==> src/hw/rtl/cgc_pkg.sv <==
package cgc_pkg;

  // Index fields (token, register values, class position) are fixed at 12 bits.
  localparam int IDX_W = 12;

  localparam int MAX_CLASSES = 4096;

  // Highest class position a frame may use; larger blank settings are clamped here.
  localparam int BLANK_CAP_INT =
      ((MAX_CLASSES - 1) < ((1 << IDX_W) - 1)) ? (MAX_CLASSES - 1) : ((1 << IDX_W) - 1);
  localparam logic [IDX_W-1:0] BLANK_CAP = IDX_W'(BLANK_CAP_INT);

  localparam int PROB_BITS_DEF = 16;
  localparam int TIME_BITS_DEF = 16;

  localparam logic [IDX_W-1:0] BLANK_RST = IDX_W'(28);
  localparam logic [IDX_W-1:0] SPACE_RST = IDX_W'(0);

  // configuration register indexes
  typedef enum logic {
    REG_BLANK_INDEX = 1'b0,
    REG_SPACE_INDEX = 1'b1
  } cfg_reg_t;

endpackage

==> src/hw/rtl/cgc_skid.sv <==
module cgc_skid #(
  parameter int DATA_W = 8
) (
  input  logic              clk,
  input  logic              rst_n,
  input  logic              push,
  input  logic [DATA_W-1:0] push_data,
  output logic              can_push,
  output logic              out_valid,
  input  logic              out_ready,
  output logic [DATA_W-1:0] out_data
);

  logic              out_valid_r, out_valid_nxt;
  logic [DATA_W-1:0] out_data_r, out_data_nxt;
  logic              skid_valid_r, skid_valid_nxt;
  logic [DATA_W-1:0] skid_data_r, skid_data_nxt;
  logic              out_free;

  assign out_free = !out_valid_r || out_ready;

  always_comb begin
    out_valid_nxt  = out_valid_r;
    out_data_nxt   = out_data_r;
    skid_valid_nxt = skid_valid_r;
    skid_data_nxt  = skid_data_r;
    if (out_free) begin
      if (skid_valid_r) begin
        // spare entry drains first; no push can arrive while it is full
        out_valid_nxt  = 1'b1;
        out_data_nxt   = skid_data_r;
        skid_valid_nxt = 1'b0;
      end else begin
        out_valid_nxt = push;
        out_data_nxt  = push_data;
      end
    end else if (push) begin
      skid_valid_nxt = 1'b1;
      skid_data_nxt  = push_data;
    end
  end

  always_ff @(posedge clk) begin
    if (!rst_n) begin
      out_valid_r  <= 1'b0;
      skid_valid_r <= 1'b0;
    end else begin
      out_valid_r  <= out_valid_nxt;
      skid_valid_r <= skid_valid_nxt;
    end
    out_data_r  <= out_data_nxt;
    skid_data_r <= skid_data_nxt;
  end

  assign can_push  = !skid_valid_r;
  assign out_valid = out_valid_r;
  assign out_data  = out_data_r;

  a_skid_implies_out: assert property (@(posedge clk) disable iff (!rst_n)
    skid_valid_r |-> out_valid_r)
    else $error("spare entry full while output empty");

  a_stall_holds: assert property (@(posedge clk) disable iff (!rst_n)
    out_valid_r && !out_ready |=> out_valid_r && out_data_r == $past(out_data_r))
    else $error("stalled result lost or changed");

  a_no_push_when_full: assert property (@(posedge clk) disable iff (!rst_n)
    push |-> can_push)
    else $error("result pushed into full output stage");

endmodule

==> src/hw/rtl/ctc_greedy_collapse.sv <==
// Streaming CTC greedy (best-path) collapse.
// in_*  : one class probability per beat, class 0 first; a frame is blank_index+1
//         beats. in_end_of_sequence marks the last beat of an utterance.
// out_* : one beat per emitted token: class index, frame number (saturating) and
//         a space flag. Blanks and repeats of the previous frame's argmax are dropped.
// cfg_* : write-only registers, index 0 blank_index, index 1 space_index; write
//         only while the block is idle.
// Throughput: one input beat per cycle while in_ready is high. The argmax compare/select and the frame-end
// decision are a single stage feeding the output register, so a token is registered on out_*
// after the last beat of its frame, or into the spare while out_* is stalled.
// Stall: the output register has a one-entry spare behind it; in_ready drops only
// while that spare holds a result, so up to two results are buffered.
// Reset (rst_n low, synchronous): registers to blank 28 / space 0, argmax, class
// position, frame counter and history cleared, output empty. No clearing pass.
module ctc_greedy_collapse
  import cgc_pkg::*;
#(
  parameter int PROB_BITS = PROB_BITS_DEF,
  parameter int TIME_BITS = TIME_BITS_DEF
) (
  input  logic                 clk,
  input  logic                 rst_n,
  input  logic                 in_valid,
  output logic                 in_ready,
  input  logic [PROB_BITS-1:0] in_prob,
  input  logic                 in_end_of_sequence,
  output logic                 out_valid,
  input  logic                 out_ready,
  output logic [IDX_W-1:0]     out_token,
  output logic [TIME_BITS-1:0] out_time_step,
  output logic                 out_is_space,
  input  logic                 cfg_wr_en,
  input  logic                 cfg_index,
  input  logic [IDX_W-1:0]     cfg_data
);

  localparam int   RES_W = IDX_W + TIME_BITS + 1;

  logic [IDX_W-1:0]     blank_index_r, space_index_r;
  logic [PROB_BITS-1:0] best_value_r, best_value_nxt;
  logic [IDX_W-1:0]     best_class_r, best_class_nxt;
  logic [IDX_W-1:0]     class_counter_r, class_counter_nxt;
  logic [IDX_W-1:0]     previous_class_r, previous_class_nxt;
  logic                 previous_valid_r, previous_valid_nxt;
  logic [TIME_BITS-1:0] frame_counter_r, frame_counter_nxt;

  logic                 in_fire;
  logic [IDX_W-1:0]     blank_lim;
  logic                 prob_gt;
  logic [PROB_BITS-1:0] lead_value;
  logic [IDX_W-1:0]     lead_class;
  logic                 frame_end;
  logic                 emit;
  logic [RES_W-1:0]     res_data, out_data;

  assign in_fire   = in_valid && in_ready;
  assign blank_lim = (blank_index_r > BLANK_CAP) ? BLANK_CAP : blank_index_r;
  // strict compare: the earliest class keeps ties
  assign prob_gt    = in_prob > best_value_r;
  assign lead_value = prob_gt ? in_prob : best_value_r;
  assign lead_class = prob_gt ? class_counter_r : best_class_r;
  assign frame_end  = class_counter_r >= blank_lim;
  assign emit = in_fire && frame_end && (lead_class != blank_lim) &&
                !(previous_valid_r && (lead_class == previous_class_r));
  assign res_data = {lead_class, frame_counter_r, (lead_class == space_index_r)};

  always_comb begin
    best_value_nxt     = best_value_r;
    best_class_nxt     = best_class_r;
    class_counter_nxt  = class_counter_r;
    previous_class_nxt = previous_class_r;
    previous_valid_nxt = previous_valid_r;
    frame_counter_nxt  = frame_counter_r;
    if (in_fire) begin
      if (frame_end) begin
        previous_class_nxt = lead_class;
        previous_valid_nxt = 1'b1;
        if (frame_counter_r != {TIME_BITS{1'b1}}) begin
          frame_counter_nxt = frame_counter_r + 1'b1;
        end
        best_value_nxt    = '0;
        best_class_nxt    = '0;
        class_counter_nxt = '0;
      end else begin
        best_value_nxt    = lead_value;
        best_class_nxt    = lead_class;
        class_counter_nxt = class_counter_r + 1'b1;
      end
      // end of sequence drops any partial frame and the history
      if (in_end_of_sequence) begin
        best_value_nxt     = '0;
        best_class_nxt     = '0;
        class_counter_nxt  = '0;
        previous_class_nxt = '0;
        previous_valid_nxt = 1'b0;
        frame_counter_nxt  = '0;
      end
    end
  end

  always_ff @(posedge clk) begin
    if (!rst_n) begin
      blank_index_r    <= BLANK_RST;
      space_index_r    <= SPACE_RST;
      best_value_r     <= '0;
      best_class_r     <= '0;
      class_counter_r  <= '0;
      previous_class_r <= '0;
      previous_valid_r <= 1'b0;
      frame_counter_r  <= '0;
    end else begin
      if (cfg_wr_en) begin
        unique case (cfg_index)
          REG_BLANK_INDEX: blank_index_r <= cfg_data;
          REG_SPACE_INDEX: space_index_r <= cfg_data;
          default: ;
        endcase
      end
      best_value_r     <= best_value_nxt;
      best_class_r     <= best_class_nxt;
      class_counter_r  <= class_counter_nxt;
      previous_class_r <= previous_class_nxt;
      previous_valid_r <= previous_valid_nxt;
      frame_counter_r  <= frame_counter_nxt;
    end
  end

  cgc_skid #(
    .DATA_W(RES_W)
  ) u_out (
    .clk      (clk),
    .rst_n    (rst_n),
    .push     (emit),
    .push_data(res_data),
    .can_push (in_ready),
    .out_valid(out_valid),
    .out_ready(out_ready),
    .out_data (out_data)
  );

  assign out_token     = out_data[RES_W-1 -: IDX_W];
  assign out_time_step = out_data[TIME_BITS:1];
  assign out_is_space  = out_data[0];

  a_eos_clears: assert property (@(posedge clk) disable iff (!rst_n)
    in_fire && in_end_of_sequence |=>
      !previous_valid_r && frame_counter_r == '0 && class_counter_r == '0)
    else $error("end of sequence did not clear history");

  a_frame_start_clean: assert property (@(posedge clk) disable iff (!rst_n)
    class_counter_r == '0 |-> best_value_r == '0 && best_class_r == '0)
    else $error("argmax not cleared at frame start");

  a_leader_behind_pos: assert property (@(posedge clk) disable iff (!rst_n)
    class_counter_r != '0 |-> best_class_r < class_counter_r)
    else $error("argmax class ahead of frame position");

  a_time_monotonic: assert property (@(posedge clk) disable iff (!rst_n)
    in_fire && !in_end_of_sequence |=> frame_counter_r >= $past(frame_counter_r))
    else $error("frame counter went backwards");

endmodule

==> config.mk <==
export PLATFORM = sky130hd
export DESIGN_NAME = ctc_greedy_collapse
export DESIGN_NICKNAME = d
export VERILOG_FILES = /design/src/hw/rtl/cgc_pkg.sv /design/src/hw/rtl/cgc_skid.sv /design/src/hw/rtl/ctc_greedy_collapse.sv
export SDC_FILE = /design/constraint.sdc
export NUM_CORES = 1
export LEC_CHECK = 0
export ABC_CLOCK_PERIOD_IN_PS = 10110
export BUFFER_PORTS_ARGS = -buffer_cell sky130_fd_sc_hd__buf_4
export CORE_ASPECT_RATIO = 1.75
export CORE_MARGIN = 4
export CORE_UTILIZATION = 38
export CTS_CLUSTER_DIAMETER = 40
export CTS_CLUSTER_SIZE = 16
export DETAILED_ROUTE_END_ITERATION = 10
export SYNTH_ARGS = -nofsm -noshare
export SYNTH_HDL_FRONTEND = slang
export SYNTH_SLANG_ARGS = --single-unit
==> constraint.sdc <==
create_clock -name clk -period 10.11 [get_ports clk]
set_clock_uncertainty 0.1 [all_clocks]
set_input_delay 2.022 -clock clk [delete_from_list [all_inputs] [get_ports clk]]
set_output_delay 2.022 -clock clk [all_outputs]
set_load 0.01 [all_outputs]
==> impl_metrics.env, run 1 <==
export IMPL_status="finished clean"
export IMPL_postLayoutCoreUtil=0.4500
export IMPL_io_pins=66
export IMPL_cts_max_level=4
export IMPL_tightest_slew_ns=1.170
export IMPL_arrival_ns=5.51
export IMPL_relSlewSlack=0.2172
export IMPL_setup_viol=0
export IMPL_leakagePower_nw=3.427
export IMPL_synth_top_cell_area_share=0.2591
export IMPL_grt_max_degree=33
export IMPL_syn_num_nets=806
export IMPL_hold_buffers=0
export IMPL_place_area_sq_um=8046
export IMPL_nNetsFinal=863
export IMPL_fp_dieH_um=191.9
export IMPL_yosys_top_cells_count="95 x dfxtp_1, 90 x nand2_1, 61 x inv_1"
export IMPL_grt_usage=0.1757
export IMPL_worstSetupPathType="input port to flip-flop"
export IMPL_cp_top_family="compound AO/OA/AOI/OAI gates"
export IMPL_yosysSeqAreaShare=0.4964
export IMPL_ctsResizeCount=0
export IMPL_cts_tree="built"
export IMPL_synth_edf_count=58
export IMPL_rows=67
export IMPL_netlist_top_cells_area="dfxtp_1 26%, edfxtp_1 24%, ha_1 5.1%"
export IMPL_dp_hpwl_um=13430
export IMPL_globalplace_congestion=0.8998
export IMPL_synth_ff_type="dfxtp_1"
export IMPL_ant_nets=0
export IMPL_path_buf_inv=3
export IMPL_cp_slowest_cell="a31o_1"
export IMPL_place_ws_ns=4.147
export IMPL_cts_buffer_depth=2
export IMPL_start_util=0.3840
export IMPL_overflow=0
export IMPL_timing_setup_tns_ns=0
export IMPL_port_buffers=65
export IMPL_synth_cell_type_count=60
export IMPL_core_sq_um=19110
export IMPL_yosys_area_top_type="dfxtp_1"
export IMPL_syn2layout_area_growth_pct=17.18
export IMPL_wl_per_cell_um=17.40
export IMPL_synth_avg_cell_area_sq_um=9.905
export IMPL_die_w_um=113.1
export IMPL_drtIter0Drc=285
export IMPL_clkTransAtPathRegs_ns=0.06
export IMPL_path_common_cell="buf_4"
export IMPL_antenna_found_initial=0
export IMPL_timing_final_crit_share=0.5479
export IMPL_setup_ws_ns=4.571
export IMPL_ys_ff_latch=153
export IMPL_hold_violations=0
export IMPL_drc=0
export IMPL_clock_latency_ns=0.43
export IMPL_power_density_nw_per_um2=160.3
export IMPL_cts_root_buf="clkbuf_16"
export IMPL_slew_viol_final=0
export IMPL_rsz0062_at_grt="false"
export IMPL_via_per_inst=5.249
export IMPL_cp_required_ns=10.08
export IMPL_final_cell_area_sq_um=8601
export IMPL_period_needed_ns=5.539
export IMPL_drt_first_pass_iters=6
export IMPL_cap_violations=0
export IMPL_grt_pass1_vias=5477
export IMPL_drive_above_1_share=0.1776
export IMPL_synth_most_common_cell="dfxtp_1"
export IMPL_startpoint_type="input port"
export IMPL_ir_drop_v=0.0001242
export IMPL_rrSetupSlack_ns=5.92
export IMPL_crit_chain="buf_4 -> ha_1 -> nand4_2 -> nor4_1 -> a31o_1 -> mux2i_1 -> inv_1 -> o22ai_1 -> or3_1 -> o211ai_2 -> nor2_2 -> buf_4"
export IMPL_post_cts_buffers=0
export IMPL_vias=5522
export IMPL_die_area_sq_um=21690
export IMPL_critPathMaxFanout=28
export IMPL_hold_class="flip-flop to flip-flop"
export IMPL_slowest_delay_ns=0.95
export IMPL_num_antenna_cells=0
export IMPL_syn_cell_area_sq_um=7340
export IMPL_synthArstFlopShare=0
export IMPL_yosysWarnings=0
export IMPL_cts_buffers=17
export IMPL_max_freq_mhz=180.5
export IMPL_cts_sinks=153
export IMPL_endpoint_kind="flip-flop"
export IMPL_drt_total_wl_um=18310
export IMPL_grt_first_pass_wirelength_um=29210
export IMPL_synthCells=741
## final cells by class
cell class	count	area, sq um
repair buffers	74	555.5
fillers	1851	10510
flip-flops and latches	153	3643
clock inverters	11	93.84
multi-input cells	490	3313
well taps	241	301.5
clock buffers	21	460.4
inverters	62	232.7
## layer usage
layer  part of all wire  wire length (um)  vias to the layer above  track usage
met2               0.52              9559                      129       0.3075
li1                   -                 -                     2736            -
met3              0.036               663                       44      0.03121
met1               0.40              7237                     2613       0.1975
met4              0.046               848                        0       0.1041
met5                  0                 0                        -            0
## per-stage QoR
| step | total power, W | hold slack, ns | std cells |
|---|---|---|---|
| 2_1_floorplan | 0.0007487 | 0.3358 | 741 |
| 3_3_place_gp | 0.0007887 | 0.3483 | 1020 |
| 3_5_place_dp | 0.0007897 | 0.3523 | 1020 |
| 4_1_cts | 0.001394 | 0.3613 | 1052 |
| 5_1_grt | 0.001433 | 0.3866 | 1052 |
| 6_report | 0.001378 | 0.3676 | 1052 |
## final timing paths
path	start	to	cells past startpoint
worst max register to register	best_value_r[15]	u_out.skid_data_r[7]	12
worst min register to register	blank_index_r[9]	blank_index_r[9]	2
worst max-delay path	in_prob[15]	u_out.skid_data_r[7]	12
worst min-delay path	blank_index_r[9]	blank_index_r[9]	2
## worst reg2reg max path, cell delays in order (launching register included)
cell and delay [ns]:
dfxtp_1 0.33, inv_1 0.04, ha_1 0.31, nand4_2 0.15, nor4_1 0.45, a31o_1 0.95
mux2i_1 0.38, inv_1 0.11, o22ai_1 0.18, or3_1 0.15, o211ai_2 0.12, nor2_2 0.14
buf_4 0.40
## flip-flops by register name, indices dropped and copies added, names as in the netlist
name	count
class_counter_r	12
u_out.out_valid	1
previous_class_r	12
best_value_r	16
previous_valid_r	1
space_index_r	12
u_out.skid_valid_r	1
best_class_r	12
frame_counter_r	16
u_out.skid_data_r	29
blank_index_r	12
u_out.out_data	29
## cell usage in the layout (no fill, tap or decap), drive strengths merged, types with 9 or more instances in the layout
cell type and count:
buf 74, a22o 16, nor3 19, xnor2 31, xor2 22, mux2 25
edfxtp 58, nand4 17, clkbuf 21, nand3 9, nand2 90, inv 66
ha 30, nor2 51, nand2b 9, a21oi 48, a211oi 11, mux2i 9
dfxtp 95, o21ai 21, o22ai 12
## power by group
part | leakage (nW) | switching (W) | internal (W)
Sequential | 1.43 | 0.0000129 | 0.000649
Combinational | 1.72 | 0.0000654 | 0.0000494
Clock | 0.278 | 0.000251 | 0.000351
Total | 3.43 | 0.000329 | 0.00105
## logic make-up after synthesis
logic type / synth area share
AO/OA/AOI/OAI: 0.1389
XOR/XNOR: 0.06427
adder cells (fa/ha/maj): 0.05114
buffers and inverters: 0.05336
flip-flops: 0.4964
multiplexers: 0.05677
AND/OR/NAND/NOR: 0.1391
(Power assumes the default switching activity.)
==> run 2: changes to the inputs <==
Settings changed: ABC_CLOCK_PERIOD_IN_PS 10110 to 5700.
Clock period 10.11 ns to 5.7 ns, I/O delays scaled along.
==> impl_metrics.env, run 2 (same netlist as run 1, synthesis figures left out) <==
export IMPL_grt_pass1_vias=5735
export IMPL_port_buffers=65
export IMPL_worstSetupPathType="input port to flip-flop"
export IMPL_power_internal_w=0.001974
export IMPL_rr_worst_depth=13
export IMPL_clkPwrFrac=0.466
export IMPL_post_cts_buffers=0
export IMPL_dp_cells=1023
export IMPL_critPathMaxFanout=29
export IMPL_die_area_sq_um=21690
export IMPL_ant_nets=0
export IMPL_ctsResizeCount=0
export IMPL_cts_sinks=153
export IMPL_cts_max_level=4
export IMPL_cts_root_buf="clkbuf_16"
export IMPL_globalplace_congestion=0.9468
export IMPL_startpoint_type="input port"
export IMPL_setup_viol=0
export IMPL_start_util=0.3840
export IMPL_fillerInstances=1884
export IMPL_p_sw_w=0.0006054
export IMPL_combPwrFrac=0.079
export IMPL_core_sq_um=19110
export IMPL_power_frac_seq=0.455
export IMPL_hold_buffers=0
export IMPL_clock_latency_ns=0.43
export IMPL_vias=5611
export IMPL_die_w_um=113.1
export IMPL_hold_depth=2
export IMPL_cts_buffers=17
export IMPL_timing_final_crit_share=0.7638
export IMPL_timing_setup_tns_ns=0
export IMPL_antenna_found_initial=0
export IMPL_final_cells=1055
export IMPL_grt_first_pass_wirelength_um=29890
export IMPL_register_area_sq_um=3643
export IMPL_wl_per_cell_um=17.61
export IMPL_crit_reg2reg_launch="best_value_r[15]"
export IMPL_max_freq_mhz=229.7
export IMPL_relSlewSlack=0.3034
export IMPL_slew_viol_final=0
export IMPL_drt_total_wl_um=18580
export IMPL_drt_first_pass_iters=5
export IMPL_hold_class="flip-flop to flip-flop"
export IMPL_power_w=0.002580
export IMPL_power_density_nw_per_um2=296.7
export IMPL_cap_violations=0
export IMPL_swShare=0.2347
export IMPL_leakagePower_nw=3.454
export IMPL_syn2layout_area_growth_pct=18.48
export IMPL_final_common_cell="dfxtp_1"
export IMPL_nNetsFinal=866
export IMPL_cts_tree="built"
export IMPL_status="finished clean"
export IMPL_fp_dieH_um=191.9
export IMPL_hold_violations=0
export IMPL_clkTransAtPathRegs_ns=0.07
export IMPL_rsz0062_at_grt="false"
export IMPL_rrSetupSlack_ns=1.82
export IMPL_dp_hpwl_um=13680
export IMPL_overflow=0
export IMPL_cp_required_ns=5.73
export IMPL_reg2reg_to="u_out.skid_data_r[3]"
export IMPL_arrival_ns=4.38
export IMPL_endpoint_kind="flip-flop"
export IMPL_drive_above_1_share=0.1806
export IMPL_via_per_inst=5.318
export IMPL_io_pins=66
export IMPL_holdWs_ns=0.3669
export IMPL_period_needed_ns=4.354
export IMPL_num_antenna_cells=0
export IMPL_ir_drop_v=0.0002471
export IMPL_cts_buffer_depth=2
export IMPL_tightest_slew_ns=1.043
export IMPL_rows=67
export IMPL_multiInputGateArea_sq_um=3313
export IMPL_grt_usage=0.1776
export IMPL_drtIter0Drc=378
export IMPL_crit_path_end="u_out.skid_data_r[3]"
export IMPL_drc=0
export IMPL_mostFrequentLayoutCells="95 x dfxtp_1, 90 x nand2_1, 77 x buf_4"
export IMPL_cp_startpoint="in_prob[15]"
export IMPL_grt_max_degree=33
-- run 2: routing by layer --
| layer | share of wire | GRT usage | vias to the layer above |
|---|---|---|---|
| met5 | 0 | 0 | - |
| met4 | 0.042 | 0.1009 | 0 |
| met3 | 0.038 | 0.03342 | 50 |
| met2 | 0.53 | 0.3123 | 153 |
| met1 | 0.39 | 0.1992 | 2662 |
| li1 | - | - | 2746 |
-- run 2: cell type report --
| type | count | share of cell area |
|---|---|---|
| timing repair buffer | 77 | 0.06647 |
| clock inverter | 14 | 0.02273 |
| multi-input combinational | 490 | 0.3810 |
| clock buffer | 18 | 0.04935 |
| sequential | 153 | 0.4190 |
| inverter | 62 | 0.02676 |
| tap | 241 | 0.03468 |
-- run 2: critical path, stage by stage --
cell and delay [ns]:
buf_4 0.12, ha_1 0.32, nand4_2 0.15, nor4_1 0.51
a31o_1 0.43, buf_4 0.33, mux2i_1 0.33, inv_1 0.14
a22oi_1 0.22, nand4_1 0.12, o211ai_2 0.22, nor2_2 0.05
buf_4 0.28
-- run 2: power by group through the flow --
stage               Combinational [W]  Clock [W]  Sequential, W
floorplan                    0.000138          0        0.00119
CTS                          0.000207    0.00123        0.00117
global placement             0.000205          0        0.00120
finish                       0.000205    0.00120        0.00117
global route                 0.000228    0.00127        0.00117
detailed placement           0.000206          0        0.00120
-- run 2: worst min path at each step --
stage | startpoint | to
6_report | blank_index_r[9] | blank_index_r[9]
2_1_floorplan | previous_valid_r | previous_valid_r
3_3_place_gp | blank_index_r[9] | blank_index_r[9]
4_1_cts | blank_index_r[9] | blank_index_r[9]
3_5_place_dp | blank_index_r[9] | blank_index_r[9]
5_1_grt | best_value_r[1] | best_value_r[1]
-- run 2: through the flow --
| step | instance area (sq um) | utilization | worst slack, ns |
|---|---|---|---|
| 2_1_floorplan | 7340 | - | 0.8825 |
| 3_3_place_gp | 8069 | 0.4222 | 1.093 |
| 3_5_place_dp | 8069 | 0.4222 | 0.9800 |
| 4_1_cts | 8696 | 0.4550 | 1.400 |
| 5_1_grt | 8696 | 0.4550 | 1.078 |
| 6_report | 8696 | 0.4550 | 1.346 |
